[src/sv/frs_pkg.sv]
// Package for the FPU register stack: request and response transaction types,
// request codes, and the tag and status word constants.
// No dependencies.
`timescale 1ns / 1ps

package frs_pkg;

	localparam int unsigned NumSlots  = 8;
	localparam int unsigned SlotW     = $clog2(NumSlots);
	localparam int unsigned DataW     = 64;
	localparam int unsigned WordW     = 16;

	localparam logic [WordW-1:0] TagAllEmpty = 16'hFFFF;
	localparam logic [WordW-1:0] TopClear    = 16'hC7FF;
	localparam logic [1:0]       TagFull     = 2'b00;
	localparam logic [1:0]       TagEmpty    = 2'b11;

	// Request codes.
	typedef enum logic [2:0] {
		REQ_PUSH   = 3'd0,
		REQ_POP    = 3'd1,
		REQ_READ   = 3'd2,
		REQ_WRITE  = 3'd3,
		REQ_QUERY  = 3'd4,
		REQ_COND   = 3'd5,
		REQ_SYNC   = 3'd6,
		REQ_REINIT = 3'd7
	} req_code_t;

	// Condition bit selectors.
	typedef enum logic [1:0] {
		COND_C0 = 2'd0,
		COND_C1 = 2'd1,
		COND_C2 = 2'd2,
		COND_C3 = 2'd3
	} cond_sel_t;

	typedef struct packed {
		logic [2:0]       req_type;
		logic [SlotW-1:0] rel_index;
		logic [DataW-1:0] data_value;
		logic [1:0]       cond_select;
		logic             cond_value;
	} req_t;

	typedef struct packed {
		logic [DataW-1:0] read_data;
		logic             slot_empty;
		logic [WordW-1:0] status_out;
		logic [WordW-1:0] tag_out;
		logic [SlotW-1:0] top_out;
	} rsp_t;

	// Status word mask of one condition bit.
	function automatic logic [WordW-1:0] cond_mask(input logic [1:0] sel);
		logic [WordW-1:0] m;
		case (cond_sel_t'(sel))
			COND_C0: m = 16'h0100;
			COND_C1: m = 16'h0200;
			COND_C2: m = 16'h0400;
			COND_C3: m = 16'h4000;
			default: m = '0;
		endcase
		return m;
	endfunction

endpackage

[src/sv/fpu_register_stack.sv]
// Responses are registered in the response register, fed via the skid stage when stalled.
// Throughput: one transaction per cycle while req_stall is low.
// A one-entry skid stage before the response register takes a request while it stalls.
// Reset (arst_n low): all slots zero, tag word all empty, top and status zero,
// no response pending. A reinitialize request returns slots, tag, top and status to it.
// Top level of the FPU register stack; depends on frs_pkg.
`timescale 1ns / 1ps

module fpu_register_stack (
	input  logic          clk,
	input  logic          arst_n,
	input  logic          req_valid,
	output logic          req_stall,
	input  frs_pkg::req_t req,
	output logic          rsp_valid,
	input  logic          rsp_stall,
	output frs_pkg::rsp_t rsp
);
	import frs_pkg::*;

	logic [DataW-1:0] stack_q [NumSlots];
	logic [WordW-1:0] tag_q;
	logic [WordW-1:0] status_q;
	logic [SlotW-1:0] top_q;

	logic [WordW-1:0] tag_n;
	logic [WordW-1:0] status_n;
	logic [SlotW-1:0] top_n;
	logic             wr_en;
	logic [SlotW-1:0] wr_slot;
	logic             clr_all;
	logic [SlotW-1:0] rel_slot;
	rsp_t             result;

	rsp_t rsp_q;
	logic rsp_valid_q;
	rsp_t skid_q;
	logic skid_valid_q;
	logic accept;

	assign accept    = req_valid && !req_stall;
	assign req_stall = skid_valid_q;
	assign rel_slot  = top_q + req.rel_index;

	// Next state and result for the request at the input.
	always_comb begin
		tag_n    = tag_q;
		status_n = status_q;
		top_n    = top_q;
		wr_en    = 1'b0;
		wr_slot  = rel_slot;
		clr_all  = 1'b0;
		result.read_data  = '0;
		result.slot_empty = 1'b0;
		case (req_code_t'(req.req_type))
			REQ_PUSH: begin
				top_n = top_q - 1'b1;
				tag_n[{top_n, 1'b0} +: 2] = TagFull;
				wr_en   = 1'b1;
				wr_slot = top_n;
			end
			REQ_POP: begin
				tag_n[{top_q, 1'b0} +: 2] = TagEmpty;
				top_n = top_q + 1'b1;
			end
			REQ_READ: begin
				result.read_data = stack_q[rel_slot];
			end
			REQ_WRITE: begin
				wr_en = 1'b1;
				tag_n[{rel_slot, 1'b0} +: 2] = TagFull;
			end
			REQ_QUERY: begin
				result.slot_empty = (tag_q[{rel_slot, 1'b0} +: 2] == TagEmpty);
			end
			REQ_COND: begin
				status_n = (status_q & ~cond_mask(req.cond_select))
					| (req.cond_value ? cond_mask(req.cond_select) : '0);
			end
			REQ_SYNC: begin
				status_n = status_q & TopClear;
				status_n[13:11] = top_q;
			end
			default: begin
				clr_all  = 1'b1;
				tag_n    = TagAllEmpty;
				status_n = '0;
				top_n    = '0;
			end
		endcase
		result.status_out = status_n;
		result.tag_out    = tag_n;
		result.top_out    = top_n;
	end

	// Architectural state update on an accepted transaction.
	always_ff @(posedge clk or negedge arst_n) begin
		if (!arst_n) begin
			tag_q    <= TagAllEmpty;
			status_q <= '0;
			top_q    <= '0;
			for (int i = 0; i < NumSlots; i++) begin
				stack_q[i] <= '0;
			end
		end else if (accept) begin
			tag_q    <= tag_n;
			status_q <= status_n;
			top_q    <= top_n;
			for (int i = 0; i < NumSlots; i++) begin
				if (clr_all) begin
					stack_q[i] <= '0;
				end else if (wr_en && wr_slot == SlotW'(i)) begin
					stack_q[i] <= req.data_value;
				end
			end
		end
	end

	// Response register with a one-entry skid stage.
	always_ff @(posedge clk or negedge arst_n) begin
		if (!arst_n) begin
			rsp_valid_q  <= 1'b0;
			skid_valid_q <= 1'b0;
		end else if (!rsp_valid_q || !rsp_stall) begin
			rsp_valid_q  <= skid_valid_q || accept;
			skid_valid_q <= 1'b0;
		end else if (accept) begin
			skid_valid_q <= 1'b1;
		end
	end

	always_ff @(posedge clk) begin
		if (!rsp_valid_q || !rsp_stall) begin
			rsp_q <= skid_valid_q ? skid_q : result;
		end else if (accept) begin
			skid_q <= result;
		end
	end

	assign rsp_valid = rsp_valid_q;
	assign rsp       = rsp_q;

endmodule

[config.mk]
export PLATFORM = sky130hd
export DESIGN_NAME = fpu_register_stack
export DESIGN_NICKNAME = d
export VERILOG_FILES = /design/src/sv/frs_pkg.sv /design/src/sv/fpu_register_stack.sv
export SDC_FILE = /design/constraint.sdc
export NUM_CORES = 1
export LEC_CHECK = 0
export ABC_CLOCK_PERIOD_IN_PS = 8400
export BUFFER_PORTS_ARGS = -buffer_cell sky130_fd_sc_hd__buf_2
export CORE_ASPECT_RATIO = 0.6
export CORE_MARGIN = 5
export CORE_UTILIZATION = 57
export CTS_BUF_LIST = sky130_fd_sc_hd__clkbuf_8 sky130_fd_sc_hd__clkbuf_16
export CTS_CLUSTER_SIZE = 28
export DETAILED_ROUTE_END_ITERATION = 8
export PLACE_DENSITY = 0.74
export RECOVER_POWER = 100
export SLEW_MARGIN = 0
export SYNTH_ARGS = -nofsm -noshare
export SYNTH_HDL_FRONTEND = slang
export SYNTH_SLANG_ARGS = --single-unit
[constraint.sdc]
create_clock -name clk -period 8.4 [get_ports clk]
set_input_delay 1.26 -clock clk [delete_from_list [all_inputs] [get_ports clk]]
set_output_delay 1.26 -clock clk [all_outputs]
set_load 0.02 [all_outputs]
; ---- Word level (Yosys, flattened, before mapping)
; Index checks and enable logic that the tools add are counted.
; W data, S select, Z words.
[op_classes]
shifts = 7
mul = 0
n_bitwise = 5
magnitude_cmp = 1
n_eq_ne = 25
div = 0
n_mux = 35
n_addsub = 6
reduce_logical = 32
[op_table]
columns = cell, n
row1 = $mux W64, 19
row2 = $bmux W64 S3, 1
row3 = $pmux W16 S4, 2
row4 = $mux W100, 1
row5 = $bwmux W16, 3
row6 = $pmux W16 S3, 1
row7 = $shift A2 B6 Y16 const A, 3
row8 = $shiftx A2 B6 Y16 const A, 3
row9 = $mux W16, 2
row10 = $eq A3 B3 Y1 const B, 7
row11 = $neg A4 Y6, 3
row12 = $reduce_and A2 Y1, 9
row13 = $and A16 B16 Y16, 1
row14 = $ne A2 B1 Y1 const B, 8
row15 = $not A16 Y16, 1
row16 = $or A16 B16 Y16, 1
row17 = $shiftx A16 B5 Y2, 1
row18 = $eq A3 B2 Y1 const B, 4
row19 = $reduce_or A5 Y1, 2
row20 = $logic_and A1 B1 Y1, 9
row21 = $pmux W3 S3, 1
row22 = $reduce_or A7 Y1, 1
row23 = $eq A2 B2 Y1 const B, 3
row24 = $eq A3 B1 Y1 const B, 2
row25 = 16 further kinds, 23
[word_totals]
reg_bits = 749
latchBits = 0
ramBits = 0
in_bits = 77
memories = 0
out_inout_bits = 102
romBits = 0

; ---- Depth between registers and ports, before layout
[depth]
depth_word = 8
ltp_mapped = 13

; ---- Least setup slack after synthesis
; Ideal clock, no wire load.
[synth_timing]
kind = in2reg
startpoint = in rsp_stall
endpoint = reg skid_q[0] (netlist bit) (enable)
t_required_ns = 7.840
setup_time_ns = 0.560
slack_ns = -0.172
cell_stages = 2
arrival_ns = 8.012
n_path_buf = 0
cell_sequence = nand2_1 > nor2_1
[synth_between]
elab_chain_len = 4
[synth_rtl]
columns = item, line
row1 = from (decl), fpu_register_stack.sv:16  ; input logic rsp_stall,
row2 = $logic_not A1 Y1, fpu_register_stack.sv:133  ; if (!rsp_valid_q || !rsp_stall) begin
row3 = $logic_or A1 B1 Y1, fpu_register_stack.sv:133
row4 = $not A1 Y1 (no line), n/a
row5 = $reduce_and A2 Y1 (no line), n/a
row6 = to (signal assigned), fpu_register_stack.sv:136  ; skid_q <= result;
row7 = to (decl), fpu_register_stack.sv:37  ; rsp_t skid_q;
; Every way passes these cells.
; A chain may end at the register's enable or synchronous reset.

; ---- Worst setup path after layout
[layout_timing]
startpoint = reg top_q[0]
endpoint = reg stack_q[354] (netlist bit)
[layout_between]
elab_chain_len = 6
elab_cells_between_ends = 7
[layout_rtl]
columns = item, line
row1 = from (decl), fpu_register_stack.sv:24  ; logic [SlotW-1:0] top_q;
row2 = from (signal assigned), fpu_register_stack.sv:108  ; top_q <= top_n;
row3 = $add A3 B3 Y3 / $sub A3 B1 Y3 (equally long branches), "fpu_register_stack.sv:43, fpu_register_stack.sv:57"
row4 = $mux W3 (*), fpu_register_stack.sv:55  ; case (req_code_t'(req.req_type))
row5 = $eq A3 B2 Y1 (*), fpu_register_stack.sv:112  ; end else if (wr_en && wr_slot == SlotW'(i)) begin
row6 = $logic_and A1 B1 Y1 (*), fpu_register_stack.sv:112
row7 = $ne A2 B1 Y1 (no line) (*), n/a
row8 = $reduce_and A2 Y1 (no line) (*), n/a
row9 = "to (signal, indexed assignment)", fpu_register_stack.sv:113  ; stack_q[i] <= req.data_value;
row10 = to (decl), fpu_register_stack.sv:21  ; logic [DataW-1:0] stack_q [NumSlots];
; Mark *: on every way between the ends. The rest lies on a longest branch, timed or not.

==> reports/results.txt <==
Setup Skew = 22.7 ps
Detailed Route WL = 82700 um
Hold-fix buffers, CTS = 0
Internal power = 7.23 mW
Data arrival, critical path = 6800 ps
Yosys warning count = 0
Root Buffer = clkbuf_16
Clock Latency Late Sink = 610 ps
Hold Startpoint = status_q[1]
RR Endpoint = stack_q[354]
WP data required = 8890 ps
HPWL Detailed = 46400 um
Critical-path maximum fanout = 57
Ys async rst share = 0.733
Nets = 2929
DRC viols = 0
Psw = 3.09 mW
First DRT Iteration DRCs = 2221
CORE AREA = 60800 sq um
Peak supply drop = 0.162 mV
Setup repair bufs after CTS = 0
Placement-stage cell area = 36000 sq um
Setup_tns = 0 ps
GRT Util Overall = 0.250
Share of cells above drive strength 1 = 0.155
Worst Hold Class = flip-flop to flip-flop
Critical path launch point type = flip-flop
Worst Hold Path Cells = 1
Max_slew headroom = -1.85
Reg clk slew, reported paths = 70 ps
Worst hold slack = 481 ps
Net Count, Synth = 2835
GRT Residual Overflow = 0
CTS HTree Levels = 3
Reg area = 19800 sq um
Switching power share of the total = 0.299
Cell count after synthesis = 2746
Die ar. = 66400 sq um
Comb power frac = 0.221
Multi-input logic area = 13500 sq um
Post-layout power = 10.3 mW
Vias in the first global route = 23.3k
R2r startpoint = top_q[0]
Initial antenna violation count = 0
Area growth from synthesis to layout = 8.87%
Post-Syn Area = 34900 sq um
Largest net degree at the start of global routing = 196
Reg2reg path depth = 8
Status = finished with violations
Fmax = 159 MHz
CTS Sinks = 749
Worst Tran Pin Value = 4280 ps
RSZ-0062 raised after global routing = false
Crit end category = flip-flop
Synth Area per Inst = 12.7 sq um
Post-synth top area share = 0.382
Max clock buf depth = 3
Port buffer count = 178
Post-Layout Inst Area = 38000 sq um
Synth Flop Type = dfrtp_1
Synth cell types = 58
Post-synthesis register bit count = 749
CTS tree = done
Worst R2R Setup Slack = 2100 ps
Tcrit/Tclk final = 0.750
DR vias = 22.2k
Seq/Total Area, Yosys = 0.567
I/O pin cnt = 179
Largest area contributor in the netlist = dfrtp_1
Global-route wire length before repair = 132000 um
Initial core utilization = 0.574
Row cnt = 70
Count of final setup violators = 0
Max Cap Violations = 14
Post-DRT Antenna Nets = 0
Chip Width = 329 um
Diode count = 0
Filler cell count = 4633
Num CTS Buffers = 71
EDFF count, synth = 200
DR WL/cell = 22.2 um
Final worst path period need = 6300 ps
Vias per inst = 5.97
Sequential share of power = 0.474
DRT Pass-1 Iters = 6
Leading post-synthesis cells by cell area = dfrtp_1 (38%), edfxtp_1 (17%), mux2i_1 (15%)
Die height = 202 um
Leak pwr = 15.5 nW
Worst hold endpoint = status_q[1]
Pwr Density = 272 nW/um^2
Clock Power Share = 0.305
Hold Vio Cnt, Final = 0
Final slew viol count = 819
Post_cts resized = 0
Failing checks = capacitance limit, slew limit
Final estimated routing congestion in global placement = 0.824
Post-layout util = 0.625
Critical path class = flip-flop to flip-flop
## cell usage in the layout, fill, tap and decap left out, types with 30 or more instances in the layout
cell type  synthesis  final
edfxtp_1         200    200
buf_2             32     74
nor2_1            31     30
clkbuf_16          0     73
dfrtp_1          533    533
inv_1             79     97
mux2i_1          516    516
clkbuf_1          85    110
o21ai_0           37     37
a21oi_1           76     76
nand2_1          704    704
mux4_2           128    128
mux2_2            88     82
## flip-flops by register name, indices dropped and copies added, names as in the netlist
register   flops
tag_q         16
rsp_valid      1
stack_q      512
status_q      16
skid_q       100
rsp          100
req_stall      1
top_q          3
## worst max-delay path, stage by stage (launching register included)
cell	delay [ps]
dfrtp_1	700
ha_4	200
inv_1	40
fa_1	2820
o21ai_0	370
nand3_1	330
nor3_1	90
clkbuf_2	1050
mux2i_1	530
## how the worst max path moves through the flow
stage / slack (ps) / from / to / cells after the start
after floorplan: 1030 / rsp_stall / skid_q[0] / 2
after global placement: 3170 / req[67] / stack_q[0] / 12
after detailed placement: 3090 / req[67] / stack_q[1] / 12
after CTS: 3730 / top_q[0] / stack_q[57] / 11
after global routing: 1830 / top_q[0] / stack_q[351] / 8
final: 2100 / top_q[0] / stack_q[354] / 8
## cells by family (layout without fill, tap and decap cells)
kind of cell	Yosys count	in the layout	synth area share
AOI/OAI and AO/OA	174	174	0.0301
xor gates and xnor gates	3	3	0.00237
adders and majority gates	12	12	0.00452
buffers and inverters	272	424	0.0452
DFF	749	749	0.567
muxes	734	734	0.260
and+or+nand+nor	802	802	0.0912
## power by group through the flow
stage | sequential [mW] | combinational [mW] | clock, mW
after floorplan | 4.90 | 1.63 | 0
after global placement | 4.88 | 2.20 | 0
after detailed placement | 4.93 | 2.30 | 0
after CTS | 4.87 | 2.31 | 3.20
after global routing | 4.97 | 2.52 | 3.35
final | 4.89 | 2.28 | 3.14
## cells in the mapped netlist, types with 2 or more instances
cell	n
ha_1	11
clkbuf_1	85
and3_1	6
a211o_1	2
nand2_1	704
mux2_4	2
buf_8	24
or3_1	2
mux4_2	128
buf_6	30
a22o_1	2
mux2i_1	516
buf_2	32
nand4_1	3
nor2_1	31
o31a_1	2
and2_1	18
a41oi_1	2
inv_1	79
a31oi_1	9
o21ai_0	37
a31o_1	2
nor3_1	5
nand3_1	12
nor2b_1	6
nand4b_1	2
dfstp_2	16
or2_2	2
buf_1	16
nor3_2	4
o31ai_1	9
a21oi_1	76
xor2_4	2
a221o_1	3
edfxtp_1	200
dfrtp_1	533
mux2_2	88
nand2b_1	4
a2bb2oi_1	5
o211ai_1	6
a22oi_1	2
o21a_1	8
buf_4	5
## layout make-up
| type | count | area share |
|---|---|---|
| sequential | 749 | 0.520 |
| tap | 828 | 0.0273 |
| clock inverter | 43 | 0.00636 |
| clock buffer | 88 | 0.0535 |
| inverter | 80 | 0.00797 |
| multi-input combinational | 1725 | 0.356 |
| timing repair buffer | 213 | 0.0279 |
## routing by layer
| layer | vias up | share of wire | GRT usage |
|---|---|---|---|
| met5 | - | 0 | 0 |
| met4 | 0 | 0.024 | 0.0725 |
| met3 | 136 | 0.063 | 0.0460 |
| met2 | 749 | 0.47 | 0.390 |
| met1 | 11600 | 0.44 | 0.365 |
| li1 | 9778 | - | - |
## per-stage QoR
step | instances | setup slack [ps]
after floorplan | 2746 | 1030
after global placement | 3595 | 3170
after detailed placement | 3595 | 3090
after CTS | 3726 | 3730
after global routing | 3726 | 1830
final | 3726 | 2100
(Power assumes the default switching activity.)
